--- src/rtl/cou_pkg.sv ---
`timescale 1ns / 1ps
// ----------------------------------------------------------------------------
// cou_pkg
// Shared widths, register indexes and control structs of the cultural
// opinion update block.
// ----------------------------------------------------------------------------
package cou_pkg;

  localparam int DATA_W    = 32;  // packed feature vector
  localparam int COUNT_W   = 4;   // common_count
  localparam int RANK_W    = 4;   // pick_rank
  localparam int CNT_W     = 5;   // prefix count of differing features, up to 16
  localparam int IDX_W     = 4;   // feature index, up to 15
  localparam int OUT_IDX_W = 3;   // changed_index as delivered
  localparam int DRAW_W    = 16;  // random draws
  localparam int FIELD_W   = 17;  // field_strength register
  localparam int APB_AW    = 3;
  localparam int APB_DW    = 32;

  // register index, taken from paddr above the byte offset
  localparam logic REG_FIELD_STRENGTH = 1'b0;

  // per-item control carried from the lane stage to the merge stage
  typedef struct packed {
    logic act_ok;   // accepted and common_count not equal to the feature count
    logic last_ok;  // last feature may be adopted
  } ctrl_t;

  typedef struct packed {
    logic                 changed;
    logic [OUT_IDX_W-1:0] changed_index;
    logic                 rank_error;
  } flags_t;

endpackage

--- src/rtl/cou_lane.sv ---
`timescale 1ns / 1ps
// ----------------------------------------------------------------------------
// cou_lane
// One feature lane: flags whether the active and passive traits of its
// feature differ. Trait bits above bit 31 are treated as zero.
// ----------------------------------------------------------------------------
module cou_lane #(
  parameter int TRAIT_BITS = 4,
  parameter int LANE       = 0
) (
  input  logic [cou_pkg::DATA_W-1:0] act_i,
  input  logic [cou_pkg::DATA_W-1:0] pas_i,
  output logic                       diff_o
);
  import cou_pkg::*;

  localparam int Lo = LANE * TRAIT_BITS;

  logic [TRAIT_BITS-1:0] ne;

  for (genvar b = 0; b < TRAIT_BITS; b++) begin : g_bit
    if (Lo + b < DATA_W) begin : g_in
      assign ne[b] = act_i[Lo+b] ^ pas_i[Lo+b];
    end else begin : g_out
      assign ne[b] = 1'b0;
    end
  end

  assign diff_o = |ne;

endmodule

--- src/rtl/cou_merge.sv ---
`timescale 1ns / 1ps
// ----------------------------------------------------------------------------
// cou_merge
// Combines the lane results: picks the pick_rank-th differing feature,
// applies the last-feature gate and builds the new active vector and flags.
// ----------------------------------------------------------------------------
module cou_merge #(
  parameter int FEATURES   = 8,
  parameter int TRAIT_BITS = 4
) (
  input  logic [cou_pkg::DATA_W-1:0] act_i,
  input  logic [cou_pkg::DATA_W-1:0] pas_i,
  input  logic [FEATURES-1:0]        diff_i,
  input  logic [cou_pkg::RANK_W-1:0] rank_i,
  input  cou_pkg::ctrl_t             ctrl_i,
  output logic [cou_pkg::DATA_W-1:0] new_vec_o,
  output cou_pkg::flags_t            flags_o
);
  import cou_pkg::*;

  logic [FEATURES-1:0] sel;
  logic [IDX_W-1:0]    idx;
  logic                found;
  logic                copy;
  logic [DATA_W-1:0]   new_vec;

  // each lane's prefix count is independent, so these compare in parallel
  for (genvar k = 0; k < FEATURES; k++) begin : g_sel
    logic [FEATURES-1:0] pre_mask;
    logic [CNT_W-1:0]    cnt;
    assign pre_mask = {FEATURES{1'b1}} >> (FEATURES - 1 - k);
    assign cnt      = CNT_W'($countones(diff_i & pre_mask));
    assign sel[k]   = diff_i[k] && (cnt == {1'b0, rank_i});
  end

  // sel is one-hot or zero
  always_comb begin
    idx = '0;
    for (int k = 0; k < FEATURES; k++) begin
      if (sel[k]) begin
        idx = idx | IDX_W'(k);
      end
    end
  end

  assign found = |sel;
  assign copy  = ctrl_i.act_ok && found && (!sel[FEATURES-1] || ctrl_i.last_ok);

  for (genvar p = 0; p < DATA_W; p++) begin : g_bit
    localparam int K = p / TRAIT_BITS;
    if (K < FEATURES) begin : g_feat
      assign new_vec[p] = (copy && sel[K]) ? pas_i[p] : act_i[p];
    end else begin : g_pad
      assign new_vec[p] = act_i[p];
    end
  end

  assign new_vec_o             = new_vec;
  assign flags_o.changed       = copy;
  assign flags_o.changed_index = (ctrl_i.act_ok && found) ? idx[OUT_IDX_W-1:0] : '0;
  assign flags_o.rank_error    = ctrl_i.act_ok && !found;

endmodule

--- src/rtl/cultural_opinion_update.sv ---
`timescale 1ns / 1ps
// ----------------------------------------------------------------------------
// cultural_opinion_update
// throughput: one transaction per cycle while m_axis_tready does not stall the output, set
//   by the two register stages (lane compare stage, merge and output stage)
// reset: rst_ni clears the stage valid flags and field_strength to zero
// One Axelrod-style interaction per item: acceptance test, selection of a
// differing feature across parallel lanes, and the copy into the active agent.
// ----------------------------------------------------------------------------
module cultural_opinion_update #(
  parameter int FEATURES   = 8,
  parameter int TRAIT_BITS = 4
) (
  input  logic                       clk_i,
  input  logic                       rst_ni,
  // input stream
  input  logic                       s_axis_tvalid,
  output logic                       s_axis_tready,
  // tdata fields from bit 0 up: active_features[31:0], passive_features[63:32],
  // common_count[67:64], accept_draw[83:68], pick_rank[87:84], field_draw[103:88]
  input  logic [103:0]               s_axis_tdata,
  // tuser fields from bit 0 up: stubborn[0]
  input  logic                       s_axis_tuser,
  // output stream
  output logic                       m_axis_tvalid,
  input  logic                       m_axis_tready,
  // tdata fields from bit 0 up: new_active_features[31:0], changed_index[34:32],
  // zero fill[39:35]
  output logic [39:0]                m_axis_tdata,
  // tuser fields from bit 0 up: changed[0], rank_error[1]
  output logic [1:0]                 m_axis_tuser,
  // configuration port
  input  logic                       psel,
  input  logic                       penable,
  input  logic                       pwrite,
  input  logic [cou_pkg::APB_AW-1:0] paddr,
  input  logic [cou_pkg::APB_DW-1:0] pwdata,
  output logic [cou_pkg::APB_DW-1:0] prdata,
  output logic                       pready
);
  import cou_pkg::*;

  // --------------------------------------------------------------------------
  // configuration register
  // --------------------------------------------------------------------------
  logic [FIELD_W-1:0] field_strength_q;
  logic               reg_sel;

  assign pready  = 1'b1;
  assign reg_sel = (paddr[APB_AW-1] == REG_FIELD_STRENGTH);

  always_ff @(posedge clk_i or negedge rst_ni) begin
    if (!rst_ni) begin
      field_strength_q <= '0;
    end else if (psel && penable && pwrite && pready && reg_sel) begin
      field_strength_q <= pwdata[FIELD_W-1:0];
    end
  end

  assign prdata = reg_sel ? APB_DW'(field_strength_q) : '0;

  // --------------------------------------------------------------------------
  // input field unpacking
  // --------------------------------------------------------------------------
  logic [DATA_W-1:0]  in_act;
  logic [DATA_W-1:0]  in_pas;
  logic [COUNT_W-1:0] in_common;
  logic [DRAW_W-1:0]  in_adraw;
  logic [RANK_W-1:0]  in_rank;
  logic [DRAW_W-1:0]  in_fdraw;
  logic               in_stub;

  assign in_act    = s_axis_tdata[31:0];
  assign in_pas    = s_axis_tdata[63:32];
  assign in_common = s_axis_tdata[67:64];
  assign in_adraw  = s_axis_tdata[83:68];
  assign in_rank   = s_axis_tdata[87:84];
  assign in_fdraw  = s_axis_tdata[103:88];
  assign in_stub   = s_axis_tuser;

  // --------------------------------------------------------------------------
  // stage 1: lanes, acceptance test and last-feature gate
  // --------------------------------------------------------------------------
  logic [FEATURES-1:0] diff;
  logic [20:0]         acc_lhs;   // accept_draw * FEATURES, FEATURES up to 16
  logic [20:0]         acc_rhs;   // common_count * 65536
  logic [DRAW_W+1:0]   field_sum;
  ctrl_t               ctrl_d;

  for (genvar k = 0; k < FEATURES; k++) begin : g_lane
    cou_lane #(
      .TRAIT_BITS (TRAIT_BITS),
      .LANE       (k)
    ) u_lane (
      .act_i  (in_act),
      .pas_i  (in_pas),
      .diff_o (diff[k])
    );
  end

  assign acc_lhs   = 21'(in_adraw) * 21'(FEATURES);
  assign acc_rhs   = {1'b0, in_common, 16'h0000};
  assign field_sum = (DRAW_W+2)'(in_fdraw) + (DRAW_W+2)'(field_strength_q);

  // a count equal to the feature count accepts but changes nothing
  assign ctrl_d.act_ok  = (acc_lhs < acc_rhs) && ({1'b0, in_common} != 5'(FEATURES));
  assign ctrl_d.last_ok = !in_stub && (field_sum < (DRAW_W+2)'(18'h10000));

  logic                s1_valid_q;
  logic [DATA_W-1:0]   s1_act_q;
  logic [DATA_W-1:0]   s1_pas_q;
  logic [FEATURES-1:0] s1_diff_q;
  logic [RANK_W-1:0]   s1_rank_q;
  ctrl_t               s1_ctrl_q;
  logic                s1_ready;
  logic                s2_ready;

  // each stage takes a new transaction when empty or when its own is moving on
  assign s2_ready      = !m_axis_tvalid || m_axis_tready;
  assign s1_ready      = !s1_valid_q || s2_ready;
  assign s_axis_tready = s1_ready;

  always_ff @(posedge clk_i or negedge rst_ni) begin
    if (!rst_ni) begin
      s1_valid_q <= 1'b0;
    end else if (s1_ready) begin
      s1_valid_q <= s_axis_tvalid;
    end
  end

  always_ff @(posedge clk_i) begin
    if (s1_ready && s_axis_tvalid) begin
      s1_act_q  <= in_act;
      s1_pas_q  <= in_pas;
      s1_diff_q <= diff;
      s1_rank_q <= in_rank;
      s1_ctrl_q <= ctrl_d;
    end
  end

  // --------------------------------------------------------------------------
  // stage 2: merge of lane results into the output register
  // --------------------------------------------------------------------------
  logic [DATA_W-1:0] new_vec;
  flags_t            flags;

  cou_merge #(
    .FEATURES   (FEATURES),
    .TRAIT_BITS (TRAIT_BITS)
  ) u_merge (
    .act_i     (s1_act_q),
    .pas_i     (s1_pas_q),
    .diff_i    (s1_diff_q),
    .rank_i    (s1_rank_q),
    .ctrl_i    (s1_ctrl_q),
    .new_vec_o (new_vec),
    .flags_o   (flags)
  );

  logic              out_valid_q;
  logic [DATA_W-1:0] out_vec_q;
  flags_t            out_flags_q;

  always_ff @(posedge clk_i or negedge rst_ni) begin
    if (!rst_ni) begin
      out_valid_q <= 1'b0;
    end else if (s2_ready) begin
      out_valid_q <= s1_valid_q;
    end
  end

  always_ff @(posedge clk_i) begin
    if (s2_ready && s1_valid_q) begin
      out_vec_q   <= new_vec;
      out_flags_q <= flags;
    end
  end

  assign m_axis_tvalid = out_valid_q;
  assign m_axis_tdata  = {5'b00000, out_flags_q.changed_index, out_vec_q};
  assign m_axis_tuser  = {out_flags_q.rank_error, out_flags_q.changed};

  // --------------------------------------------------------------------------
  // assertions
  // --------------------------------------------------------------------------
  // a copy and a rank error exclude each other
  a_flags_excl: assert property (@(posedge clk_i) disable iff (!rst_ni)
    out_valid_q |-> !(out_flags_q.changed && out_flags_q.rank_error))
    else $error("changed and rank_error both set");

  // a rank error names no feature
  a_err_idx: assert property (@(posedge clk_i) disable iff (!rst_ni)
    (out_valid_q && out_flags_q.rank_error) |-> (out_flags_q.changed_index == '0))
    else $error("rank_error with nonzero changed_index");

  // a stage-1 transaction is not dropped while the output stalls
  a_s1_hold: assert property (@(posedge clk_i) disable iff (!rst_ni)
    (s1_valid_q && !s2_ready) |=> (s1_valid_q && $stable(s1_act_q)))
    else $error("stage 1 lost a transaction under stall");

  // no copy unless the lane stage saw an accepted interaction
  a_copy_ok: assert property (@(posedge clk_i) disable iff (!rst_ni)
    (s1_valid_q && s2_ready && !s1_ctrl_q.act_ok) |=> !out_flags_q.changed)
    else $error("copy without accepted interaction");

endmodule

--- config.mk ---
export PLATFORM = sky130hd
export DESIGN_NAME = cultural_opinion_update
export DESIGN_NICKNAME = d
export VERILOG_FILES = /design/src/rtl/cou_pkg.sv /design/src/rtl/cou_lane.sv /design/src/rtl/cou_merge.sv /design/src/rtl/cultural_opinion_update.sv
export SDC_FILE = /design/constraint.sdc
export NUM_CORES = 1
export LEC_CHECK = 0
export ABC_AREA = 0
export BUFFER_PORTS_ARGS = -buffer_cell sky130_fd_sc_hd__buf_4
export CAP_MARGIN = 10
export CORE_ASPECT_RATIO = 0.5
export CORE_MARGIN = 5
export CORE_UTILIZATION = 45
export CTS_CLUSTER_DIAMETER = 200
export CTS_CLUSTER_SIZE = 30
export DETAILED_ROUTE_END_ITERATION = 10
export PLACE_DENSITY = 0.77
export SLEW_MARGIN = 20
export SYNTH_ARGS = -nofsm -noshare
export SYNTH_HDL_FRONTEND = slang
export SYNTH_SLANG_ARGS = --single-unit
--- constraint.sdc ---
create_clock -name clk_i -period 5.3 [get_ports clk_i]
set_input_delay 0.265 -clock clk_i [delete_from_list [all_inputs] [get_ports clk_i]]
set_output_delay 0.265 -clock clk_i [all_outputs]
set_load 0.01 [all_outputs]
==> impl_summary.txt, run 1 <==
----------------------------------------------------
[Yosys]
  Flip-flop and latch count after synthesis ... 134
  Number of standard cells after synthesis ... 421
  Yosys synthesis warning count ... 0
  Cells taking the most area after synthesis ... sky130_fd_sc_hd__edfxtp_1 54%, sky130_fd_sc_hd__mux2_2 8.0%, sky130_fd_sc_hd__dfrtp_1 7.5%, sky130_fd_sc_hd__xnor2_1 6.5%, sky130_fd_sc_hd__ha_1 5.7%
  Cell area after synthesis ... 6370 µm²
  Post-synthesis average cell area ... 15.1 µm²
  Portion of synthesized cell area occupied by the leading cell type ... 0.542
  Seq/Total Area, Yosys ... 0.617
  Count of unique library cells instantiated by Yosys ... 41
  Most frequent cells after synthesis ... 115 x sky130_fd_sc_hd__edfxtp_1, 47 x sky130_fd_sc_hd__xnor2_1, 45 x sky130_fd_sc_hd__mux2_2
  Leading area contributor after synthesis ... sky130_fd_sc_hd__edfxtp_1
  Share of flip-flops with an asynchronous set or reset ... 0.142
  Most frequently used flop master after synthesis ... sky130_fd_sc_hd__edfxtp_1
  Library cell with the highest instance count after synthesis ... sky130_fd_sc_hd__edfxtp_1
  Post-synth EDFFs ... 115

[Place]
  Detailed placement HPWL ... 9.82 mm
  Worst slack at placement ... 0.897 ns
  Final weighted congestion in routability-driven placement ... 0.840
  Number of input and output port buffers inserted ... 172

[Routing]
  DRC ... 0
  Routed wl met2 ... 6.95 mm
  Final wirelength ... 13.5 mm
  Detail Route Antenna Nets ... 0
  Met3 routed WL ... 956 µm
  Routed length per instance ... 16.7 µm
  Length of routed wiring on met1 ... 5.43 mm
  Via-per-instance ratio ... 4.87
  Initial DRC Count ... 122
  First-pass DRT Iterations ... 4
  Total number of vias ... 3932
  Uppermost metal layer occupied by signal nets ... met4

[Setup path]
  Depth of the most critical reg-to-reg path ... 12
  Cell seen most often among critical-path stages ... sky130_fd_sc_hd__ha_1
  Critical path startpoint category ... register
  Worst-path fanout max ... 8
  Origin of the critical flop-to-flop path ... s1_diff_q[0]
  Slowest library cell on the worst path ... sky130_fd_sc_hd__ha_1
  Termination of the worst setup path ... out_vec_q[20]
  Critical path start-end classification ... reg -> reg
  Critical Path Source ... s1_diff_q[0]
  CP max stage delay ... 0.51 ns
  Critical path arrival ... 4.60 ns
  Register-to-register setup slack ... 0.85 ns
  Capture point of the worst reg-to-reg path ... out_vec_q[20]
  Cell-by-cell listing of the critical path ... ha_1 > fa_1 > ha_1 > xor2_1 > ha_1 > fa_1 > xnor2_1 > nand3_1 > or2_1 > o21ai_2 > nand2b_1 > mux2_2
  Kind of end point of the critical path ... register
  Worst path required time ... 5.45 ns

[Timing]
  Tcrit/Tclk final ... 0.839
  Setup total negative slack ... 0 ns
  Unrepaired setup endpoints after global routing ... false
  Post-layout minimum cycle time ... 4.45 ns
  Maximum operating frequency ... 0.225 GHz
  Worst setup skew after layout ... 0.00873 ns
  Relative max-transition margin ... 0.321
  Fin worst setup slack ... 0.851 ns
  Number of failing hold endpoints at the final stage ... 0
  Actual slew at the worst max-slew pin ... 1.02 ns
  Pins over their slew limit ... 0
  Finish-stage setup viols ... 0

[GRT]
  Initial antenna violation count ... 0
  Remaining Overflow, GRT ... 0
  Maximum number of pins on one net before global-route repair ... 79
  GRT Util Overall ... 0.163
  Vias in the first global route ... 4292
  First-pass GRT wire length ... 21.0 mm

[Clocking]
  Root Driver ... sky130_fd_sc_hd__clkbuf_16
  # Post-CTS Setup Buffers ... 0
  # hold bufs at CTS ... 1
  Count of instances resized after the clock tree is built ... 0
  Worst-skew pair later-pin latency ... 0.41 ns
  CTS H-tree lvls ... 4
  Clock transition at the registers of the reported paths ... 0.06 ns
  Maximum buffer depth of the clock tree ... 2
  Number of clock sinks ... 134
  CTS tree ... yes
  CTS buffer count ... 17

[Power]
  Total internal power ... 2360 µW
  Peak supply drop ... 0.183 mV
  Net Switching ... 740 µW
  Power per Cell Area ... 368 nW/µm²
  Gate power share ... 0.159
  Register share of total power ... 0.422
  Clock network power share ... 0.419
  Static Leak ... 0.00338 µW
  Fraction of power spent switching nets ... 0.239

[Floorplan]
  Initial core utilization ... 0.465
  Area enclosed by the die boundary ... 16800 µm²
  Die Y-Extent ... 94.1 µm
  Row cnt ... 30
  Die width ... 178 µm
  Boundary pin count ... 224
  Area of the core ... 13700 µm²

[Flow run]
  Number of max-capacitance violations reported ... 0

[Cells and area]
  Number of nets in the final layout ... 786
  Antenna cell count ... 0
  Synthesis-to-finish area growth ... 32.4%
  Ratio of cells with drive above 1 in the final layout ... 0.411

[Worst hold path]
  Worst min path class ... in -> reg

[Status]
  Run status ... completed

----------------------------------------------------
## worst min-delay path by stage
stage / from / end / cells after the start
after floorplan: rst_ni / field_strength_q[0] / 0
final: s_axis_tdata[84] / s1_rank_q[0] / 1
after global placement: rst_ni / field_strength_q[8] / 1
after global routing: s_axis_tdata[87] / s1_rank_q[3] / 1
after CTS: s_axis_tdata[84] / s1_rank_q[0] / 1
after detailed placement: rst_ni / field_strength_q[8] / 1
## critical path, delay by kind of cell (launching register included)
kind	cells	cell delay [ns]
AOI/OAI and AO/OA	1	0.35
adders and majority gates	5	1.97
muxes	1	0.37
and+or+nand+nor	3	0.69
DFF	1	0.44
xor gates and xnor gates	2	0.39
## cell usage in the layout, fill, tap and decap left out, types with 2 or more instances in the layout
| master | instances |
|---|---|
| sky130_fd_sc_hd__clkbuf_16 | 17 |
| sky130_fd_sc_hd__edfxtp_1 | 115 |
| sky130_fd_sc_hd__nor2b_1 | 21 |
| sky130_fd_sc_hd__a21o_1 | 4 |
| sky130_fd_sc_hd__nand2_1 | 5 |
| sky130_fd_sc_hd__and4_1 | 2 |
| sky130_fd_sc_hd__o21ai_0 | 3 |
| sky130_fd_sc_hd__nand3_1 | 6 |
| sky130_fd_sc_hd__xnor2_1 | 47 |
| sky130_fd_sc_hd__xor2_1 | 11 |
| sky130_fd_sc_hd__clkinv_4 | 2 |
| sky130_fd_sc_hd__or2_1 | 2 |
| sky130_fd_sc_hd__inv_1 | 7 |
| sky130_fd_sc_hd__a2111oi_0 | 2 |
| sky130_fd_sc_hd__buf_4 | 172 |
| sky130_fd_sc_hd__mux2_2 | 45 |
| sky130_fd_sc_hd__nand4b_1 | 2 |
| sky130_fd_sc_hd__nor3_1 | 5 |
| sky130_fd_sc_hd__bufinv_16 | 5 |
| sky130_fd_sc_hd__nand3b_1 | 2 |
| sky130_fd_sc_hd__fa_1 | 7 |
| sky130_fd_sc_hd__o31ai_1 | 2 |
| sky130_fd_sc_hd__conb_1 | 21 |
| sky130_fd_sc_hd__nand4_1 | 13 |
| sky130_fd_sc_hd__inv_6 | 3 |
| sky130_fd_sc_hd__dfrtp_1 | 19 |
| sky130_fd_sc_hd__ha_1 | 29 |
| sky130_fd_sc_hd__mux2_1 | 4 |
| sky130_fd_sc_hd__nand2b_1 | 6 |
| sky130_fd_sc_hd__clkinvlp_4 | 2 |
| sky130_fd_sc_hd__nor2_1 | 11 |
| sky130_fd_sc_hd__a21oi_1 | 6 |
## flip-flops by register name, indices dropped and copies added, names as in the netlist
| signal | count |
|---|---|
| s1_act_q | 32 |
| m_axis_tvalid | 1 |
| s1_pas_q | 32 |
| m_axis_tuser | 2 |
| field_strength_q | 17 |
| s1_valid_q | 1 |
| s1_ctrl_q | 2 |
| s1_rank_q | 4 |
| m_axis_tdata | 3 |
| s1_diff_q | 8 |
| out_vec_q | 32 |
## cell type report
type | instances | area, µm²
fillers | 1069 | 5270
inverters | 7 | 26.3
clock buffers | 17 | 425
flip-flops and latches | 134 | 3930
repair buffers | 173 | 1300
well taps | 192 | 240
multi-input cells | 270 | 2290
clock inverters | 14 | 224
## routing by layer
metal | vias to the layer above | global-route usage
li1 | 1874 | -
met4 | 0 | 0.0593
met5 | - | 0
met2 | 124 | 0.289
met3 | 13 | 0.0515
met1 | 1921 | 0.188
## metrics by stage
stage / cell area (µm²) / total power, µW / hold WS [ns] / utilization / cells
3_5_place_dp: 7770 / 1820 / 0.158 / 0.567 / 775
2_1_floorplan: 6440 / 1620 / -0.0306 / - / 440
4_1_cts: 8430 / 3140 / 0.0196 / 0.616 / 807
6_report: 8430 / 3100 / 0.0388 / 0.616 / 807
3_3_place_gp: 7770 / 1810 / 0.158 / 0.567 / 775
5_1_grt: 8430 / 3240 / 0.0169 / 0.616 / 807
## power by group through the flow
stage               clock network (µW)  logic, µW  registers, µW
floorplan                            0        292           1330
global placement                     0        480           1330
detailed placement                   0        493           1330
CTS                               1330        498           1310
global route                      1370        546           1320
finish                            1300        493           1310
## logic make-up (layout without fill, tap and decap cells)
family,Yosys count,after routing,synth area share
AOI/OAI and AO/OA,23,23,0.0244
xor gates and xnor gates,58,58,0.0798
adders and majority gates,36,36,0.0790
buffers and inverters,36,211,0.0358
DFF,134,134,0.617
muxes,49,49,0.0866
other,2,21,0.00118
and+or+nand+nor,83,83,0.0764
Power figures use the tool's default switching activity.
==> inputs of run 2 (changes only) <==
PLACE_DENSITY = 0.8   (was 0.77)
clock period = 3.6 ns   (was 5.3 ns; I/O delays follow)
==> impl_summary.txt, run 2 (same netlist as run 1, synthesis figures left out) <==
----------------------------------------------------
[Status]
  Run status ... finished, violations left
  Failing checks ... setup timing

[GRT]
  GRT Util Overall ... 0.185 (+0.0217)
  First-pass GRT wire length ... 23.9 mm (+14%)
  Initial antenna violation count ... 0 (unchanged)
  Vias in the first global route ... 4797 (+12%)
  Remaining Overflow, GRT ... 0 (unchanged)
  Maximum number of pins on one net before global-route repair ... 79 (unchanged)

[Clocking]
  CTS H-tree lvls ... 4 (unchanged)
  Worst-skew pair later-pin latency ... 0.41 ns (about the same)
  CTS tree ... yes
  Clock transition at the registers of the reported paths ... 0.06 ns (about the same)
  CTS buffer count ... 17 (unchanged)
  Root Driver ... sky130_fd_sc_hd__clkbuf_16
  Maximum buffer depth of the clock tree ... 2 (unchanged)
  Number of clock sinks ... 134 (unchanged)

[Floorplan]
  Boundary pin count ... 224 (unchanged)
  Row cnt ... 30 (unchanged)
  Die Y-Extent ... 94.1 µm (unchanged)
  Area of the core ... 13700 µm² (unchanged)
  Initial core utilization ... 0.465 (unchanged)
  Area enclosed by the die boundary ... 16800 µm² (unchanged)
  Die width ... 178 µm (unchanged)

[Timing]
  Hold WS ... 0.0143 ns (-0.0246 ns)
  Post-layout minimum cycle time ... 3.76 ns (-0.686 ns)
  Number of failing hold endpoints at the final stage ... 0 (unchanged)
  Pins over their slew limit ... 0 (unchanged)
  Worst setup skew after layout ... 0.0111 ns (+0.00242 ns)
  Tcrit/Tclk final ... 1.05 (+0.206)
  Actual slew at the worst max-slew pin ... 1.01 ns (-0.00471 ns)
  Relative max-transition margin ... 0.324 (+0.00314)
  Unrepaired setup endpoints after global routing ... true
  Maximum operating frequency ... 0.266 GHz (+18%)
  Fin worst setup slack ... -0.163 ns (-1.01 ns)
  Finish-stage setup viols ... 33 (+33)

[Setup path]
  Register-to-register setup slack ... -0.16 ns (-1.01 ns)
  Critical path buffers and inverters ... 0 (unchanged)
  Cell seen most often among critical-path stages ... sky130_fd_sc_hd__fa_2
  Critical path arrival ... 3.92 ns (-0.68 ns)
  Depth of the most critical reg-to-reg path ... 11 (-1)
  Slowest library cell on the worst path ... sky130_fd_sc_hd__fa_1
  Critical path depth ... 11 (-1)
  Critical path startpoint category ... register
  CP max stage delay ... 0.49 ns (-0.02 ns)
  Cell-by-cell listing of the critical path ... ha_4 > fa_2 > fa_2 > ha_2 > fa_1 > xnor2_1 > nand3_1 > or2_4 > o21ai_4 > nand2b_4 > mux2_2
  Kind of end point of the critical path ... register
  Critical path's top delay family ... adder cells
  Worst-path fanout max ... 7 (-1)
  Worst path required time ... 3.75 ns (-1.70 ns)
  Critical path start-end classification ... reg -> reg

[Cells and area]
  Commonest cells after routing, fill and taps aside ... 191 x sky130_fd_sc_hd__buf_4, 115 x sky130_fd_sc_hd__edfxtp_1, 84 x sky130_fd_sc_hd__dlygate4sd3_1, 47 x sky130_fd_sc_hd__xnor2_1, 42 x sky130_fd_sc_hd__mux2_2
  Number of nets in the final layout ... 890 (+13%)
  Filler instances ... 907 (-15%)
  Post-Layout Cell Count ... 912 (+13%)
  Antenna cell count ... 0 (unchanged)
  Total non-filler cell area in the finished layout ... 9520 µm² (+13%)
  Most common cell after layout, fill and taps aside ... sky130_fd_sc_hd__buf_4
  Synthesis-to-finish area growth ... 49.5%
  Leading registers by flop count ... out_vec_q: 32 flops, s1_act_q: 32 flops, s1_pas_q: 32 flops
  Ratio of cells with drive above 1 in the final layout ... 0.408 (-0.00305)

[Worst hold path]
  Worst min path class ... in -> reg
  Cells on Worst Hold Path ... 2 (+1)

[Place]
  Worst slack at placement ... -0.257 ns (-1.15 ns)
  Number of input and output port buffers inserted ... 172 (unchanged)
  Placement-stage cell area ... 7960 µm² (+2.4%)
  Detailed placement HPWL ... 10.2 mm (+4.2%)
  Total placed cells including tap cells ... 793 (+2.3%)
  Final weighted congestion in routability-driven placement ... 0.792 (-5.8%)

[Routing]
  Initial DRC Count ... 198 (+62%)
  Final wirelength ... 15.5 mm (+15%)
  Routed length per instance ... 17.0 µm (+1.9%)
  DRC ... 0 (unchanged)
  Detail Route Antenna Nets ... 0 (unchanged)
  Total number of vias ... 4363 (+11%)
  First-pass DRT Iterations ... 5 (+1)
  Via-per-instance ratio ... 4.78 (-1.8%)

[Power]
  Power per Cell Area ... 489 nW/µm² (+33%)
  Peak supply drop ... 0.292 mV (+60%)
  Static Leak ... 0.00388 µW (+15%)

[Flow run]
  Number of max-capacitance violations reported ... 0 (unchanged)

----------------------------------------------------
## run 2: cell types whose count changed in the layout (fill, tap and decap cells not counted), moves of 3 or more
cell	previous run	this run
sky130_fd_sc_hd__nor2_1	11	7
sky130_fd_sc_hd__mux2_2	45	42
sky130_fd_sc_hd__mux2_4	0	7
sky130_fd_sc_hd__mux2_1	4	0
sky130_fd_sc_hd__ha_1	29	26
sky130_fd_sc_hd__dlygate4sd3_1	1	84
sky130_fd_sc_hd__buf_4	172	191
## run 2: path summary, 6_finish.rpt
path / start / to
worst max-delay path: s1_diff_q[0] / out_vec_q[11]
min in group asynchronous: rst_ni / field_strength_q[8]
worst min register to register: s1_valid_q / m_axis_tvalid
worst min-delay path: pwdata[15] / field_strength_q[15]
max in group asynchronous: rst_ni / field_strength_q[3]
worst max register to register: s1_diff_q[0] / out_vec_q[11]
## run 2: layout make-up
type                       instances  area (µm²)  area share
clock buffer                      18         429      0.0451
sequential                       134        3930       0.413
multi-input combinational        270        2400       0.252
timing repair buffer             277        2300       0.241
inverter                           7        26.3     0.00276
clock inverter                    14         199      0.0209
tap                              192         240      0.0252
## run 2: what timing repair did
action,in CTS,in global routing
resized for setup,15,6
setup endpoints to repair,33,34
hold buffers,84,0
pin swaps,6,0
hold endpoints to repair,102,0
setup buffers,2,1
## run 2: through the flow
stage / setup TNS, ns / total power [µW] / utilization
2_1_floorplan: -2.83 / 2400 / -
3_3_place_gp: -4.20 / 2700 / 0.581
3_5_place_dp: -5.70 / 2720 / 0.581
4_1_cts: -2.35 / 4670 / 0.693
5_1_grt: -6.42 / 4850 / 0.695
6_report: -3.83 / 4660 / 0.695
## run 2: routing by layer
| metal | vias to the layer above | share of wire | track usage |
|---|---|---|---|
| li1 | 2088 | - | - |
| met1 | 2111 | 0.39 | 0.214 |
| met2 | 150 | 0.53 | 0.344 |
| met3 | 14 | 0.062 | 0.0434 |
| met4 | 0 | 0.012 | 0.0549 |
| met5 | - | 0 | 0 |
## run 2: worst register-to-register path: cells and delay by family (launching register included)
family | cells | cell delay, ns
fa+ha+maj | 5 | 1.76
flops | 1 | 0.43
compound gates | 1 | 0.28
xor+xnor | 1 | 0.12
simple gates | 3 | 0.60
mux | 1 | 0.33
## run 2: where the power goes
group / switching, µW / total [µW] / internal (µW) / leakage [µW]
logic: 385 / 876 / 491 / 0.00226
registers: 76.7 / 1930 / 1860 / 0.00131
clock network: 678 / 1850 / 1170 / 0.000306
total: 1140 / 4660 / 3520 / 0.00388
==> inputs of run 3 (changes only) <==
CTS_BUF_LIST = sky130_fd_sc_hd__clkbuf_8   (was default)
==> impl_summary.txt, run 3 (same netlist as run 1, synthesis figures left out) <==
----------------------------------------------------
[Status]
  Run status ... finished, violations left
  Failing checks ... setup timing

[Setup path]
  Cell seen most often among critical-path stages ... sky130_fd_sc_hd__fa_2
  Depth of the most critical reg-to-reg path ... 11 (unchanged)
  Worst-path fanout max ... 7 (unchanged)
  Worst path required time ... 3.78 ns (+0.03 ns)
  Critical path arrival ... 3.91 ns (about the same)
  Critical path buffers and inverters ... 0 (unchanged)
  Origin of the critical flop-to-flop path ... s1_diff_q[0]
  Critical path start-end classification ... reg -> reg
  Slowest library cell on the worst path ... sky130_fd_sc_hd__fa_1
  Kind of end point of the critical path ... register
  Register-to-register setup slack ... -0.13 ns (+0.03 ns)
  Critical path startpoint category ... register
  Cell-by-cell listing of the critical path ... ha_4 > fa_2 > fa_2 > ha_2 > fa_1 > xnor2_1 > nand3_1 > or2_4 > o21ai_4 > nand2b_4 > mux2_2
  Capture point of the worst reg-to-reg path ... out_vec_q[22]
  Critical path's top delay family ... adder cells
  Critical Path Source ... s1_diff_q[0]
  Critical path depth ... 11 (unchanged)
  CP max stage delay ... 0.49 ns (about the same)

[Worst hold path]
  Worst min path class ... in -> reg
  Cells on Worst Hold Path ... 3 (+1)
  Hold Path Sink ... m_axis_tvalid
  Start point of the worst min-delay path ... m_axis_tready

[Clocking]
  Maximum buffer depth of the clock tree ... 2 (unchanged)
  Root Driver ... sky130_fd_sc_hd__clkbuf_8
  Clock transition at the registers of the reported paths ... 0.08 ns (+0.02 ns)
  Number of clock sinks ... 134 (unchanged)
  Worst-skew pair later-pin latency ... 0.43 ns (+0.02 ns)
  CTS H-tree lvls ... 4 (unchanged)
  CTS tree ... yes
  CTS buffer count ... 17 (unchanged)

[Routing]
  Total number of vias ... 4311 (-1.2%)
  Via-per-instance ratio ... 4.72 (-1.4%)
  Initial DRC Count ... 156 (-21%)
  Routed length per instance ... 16.5 µm (-3.2%)
  Final wirelength ... 15.1 mm (-3.0%)
  Detail Route Antenna Nets ... 0 (unchanged)
  DRC ... 0 (unchanged)
  First-pass DRT Iterations ... 4 (-1)

[Timing]
  Relative max-transition margin ... 0.324 (about the same)
  Unrepaired setup endpoints after global routing ... true
  Tcrit/Tclk final ... 1.04 (-0.00950)
  Maximum operating frequency ... 0.268 GHz (+0.92%)
  Post-layout minimum cycle time ... 3.73 ns (-0.0342 ns)
  Setup total negative slack ... -2.37 ns (+1.47 ns)
  Finish-stage setup viols ... 28 (-15%)
  Pins over their slew limit ... 0 (unchanged)
  Actual slew at the worst max-slew pin ... 1.01 ns (-0.000213 ns)
  Number of failing hold endpoints at the final stage ... 0 (unchanged)
  Fin worst setup slack ... -0.129 ns (+0.0342 ns)
  Worst setup skew after layout ... 0.0147 ns (+0.00357 ns)

[Cells and area]
  Most common cell after layout, fill and taps aside ... sky130_fd_sc_hd__buf_4
  Synthesis-to-finish area growth ... 46.9%
  Ratio of cells with drive above 1 in the final layout ... 0.404 (-0.00390)
  Post-Layout Cell Count ... 914 (+0.22%)
  Filler instances ... 917 (+1.1%)
  Number of nets in the final layout ... 892 (+0.22%)
  Total non-filler cell area in the finished layout ... 9360 µm² (-1.7%)
  Commonest cells after routing, fill and taps aside ... 190 x sky130_fd_sc_hd__buf_4, 115 x sky130_fd_sc_hd__edfxtp_1, 87 x sky130_fd_sc_hd__dlygate4sd3_1, 47 x sky130_fd_sc_hd__xnor2_1, 40 x sky130_fd_sc_hd__mux2_2
  Leading registers by flop count ... out_vec_q: 32 flops, s1_act_q: 32 flops, s1_pas_q: 32 flops
  Antenna cell count ... 0 (unchanged)

[GRT]
  Maximum number of pins on one net before global-route repair ... 79 (unchanged)
  GRT Util Overall ... 0.181 (-0.00391)
  Initial antenna violation count ... 0 (unchanged)
  Remaining Overflow, GRT ... 0 (unchanged)
  Vias in the first global route ... 4784 (-0.27%)
  First-pass GRT wire length ... 23.5 mm (-2.1%)

[Floorplan]
  Die width ... 178 µm (unchanged)
  Row cnt ... 30 (unchanged)
  Initial core utilization ... 0.465 (unchanged)
  Die Y-Extent ... 94.1 µm (unchanged)
  Area enclosed by the die boundary ... 16800 µm² (unchanged)
  Area of the core ... 13700 µm² (unchanged)
  Boundary pin count ... 224 (unchanged)

[Power]
  Clock network power share ... 0.332 (-0.065)
  Net Switching ... 1070 µW (-5.7%)
  Total internal power ... 3100 µW (-12%)
  Power per Cell Area ... 447 nW/µm² (-8.7%)
  Gate power share ... 0.207 (+0.019)
  Peak supply drop ... 0.209 mV (-28%)
  Static Leak ... 0.00381 µW (-1.7%)
  Register share of total power ... 0.462 (+0.047)
  Overall power ... 4180 µW (-10%)
  Fraction of power spent switching nets ... 0.257 (+0.0125)

[Place]
  Total placed cells including tap cells ... 793 (unchanged)
  Number of input and output port buffers inserted ... 172 (unchanged)
  Final weighted congestion in routability-driven placement ... 0.792 (unchanged)
  Detailed placement HPWL ... 10.2 mm (unchanged)
  Placement-stage cell area ... 7960 µm² (unchanged)

[Flow run]
  Number of max-capacitance violations reported ... 0 (unchanged)

----------------------------------------------------
## run 3: layer usage
| layer | routed length, µm | share of wire | vias to the layer above | GRT usage |
|---|---|---|---|---|
| li1 | - | - | 2093 | - |
| met1 | 6100 | 0.40 | 2078 | 0.210 |
| met2 | 7890 | 0.52 | 121 | 0.330 |
| met3 | 832 | 0.055 | 19 | 0.0495 |
| met4 | 239 | 0.016 | 0 | 0.0555 |
| met5 | 0 | 0 | - | 0 |
## run 3: what timing repair did
| item | in CTS | in global routing |
|---|---|---|
| setup endpoints to repair | 33 | 33 |
| pin swaps | 6 | 0 |
| endpoints found under the hold margin | 105 | 0 |
| hold buffers | 87 | 0 |
| buffers inserted | 1 | 1 |
| resized for setup | 15 | 6 |
## run 3: cell type report
type	count	area, µm²	area share
clock buffers	17	234	0.0250
clock inverters	15	203	0.0217
inverters	7	26.3	0.00281
multi-input cells	270	2400	0.257
flip-flops and latches	134	3930	0.420
well taps	192	240	0.0257
repair buffers	279	2320	0.248
## run 3: worst register-to-register path: stages, from the launching register on
cell,delay [ns]
sky130_fd_sc_hd__edfxtp_1,0.44
sky130_fd_sc_hd__ha_4,0.30
sky130_fd_sc_hd__fa_2,0.44
sky130_fd_sc_hd__fa_2,0.34
sky130_fd_sc_hd__ha_2,0.18
sky130_fd_sc_hd__fa_1,0.49
sky130_fd_sc_hd__xnor2_1,0.11
sky130_fd_sc_hd__nand3_1,0.10
sky130_fd_sc_hd__or2_4,0.25
sky130_fd_sc_hd__o21ai_4,0.27
sky130_fd_sc_hd__nand2b_4,0.23
sky130_fd_sc_hd__mux2_2,0.33
## run 3: worst max path at each step
| stage | end |
|---|---|
| final | out_vec_q[22] |
| after global routing | out_vec_q[10] |
| after CTS | out_vec_q[6] |
| after detailed placement | out_vec_q[24] |
| after global placement | out_vec_q[24] |
| after floorplan | out_vec_q[24] |
## run 3: per-stage QoR
stage | util | hold slack [ns] | setup WS, ns
after floorplan | - | -0.116 | -0.191
final | 0.683 | 0.0437 | -0.129
after CTS | 0.681 | 0.0225 | -0.104
after detailed placement | 0.581 | 0.0727 | -0.257
after global placement | 0.581 | 0.0688 | -0.200
after global routing | 0.683 | 0.0209 | -0.224
## run 3: power by group through the flow
stage | logic [µW] | registers [µW] | clock network (µW)
6_report | 863 | 1930 | 1390
5_1_grt | 944 | 1950 | 1480
4_1_cts | 860 | 1930 | 1410
3_5_place_dp | 762 | 1960 | 0
3_3_place_gp | 743 | 1960 | 0
2_1_floorplan | 445 | 1960 | 0
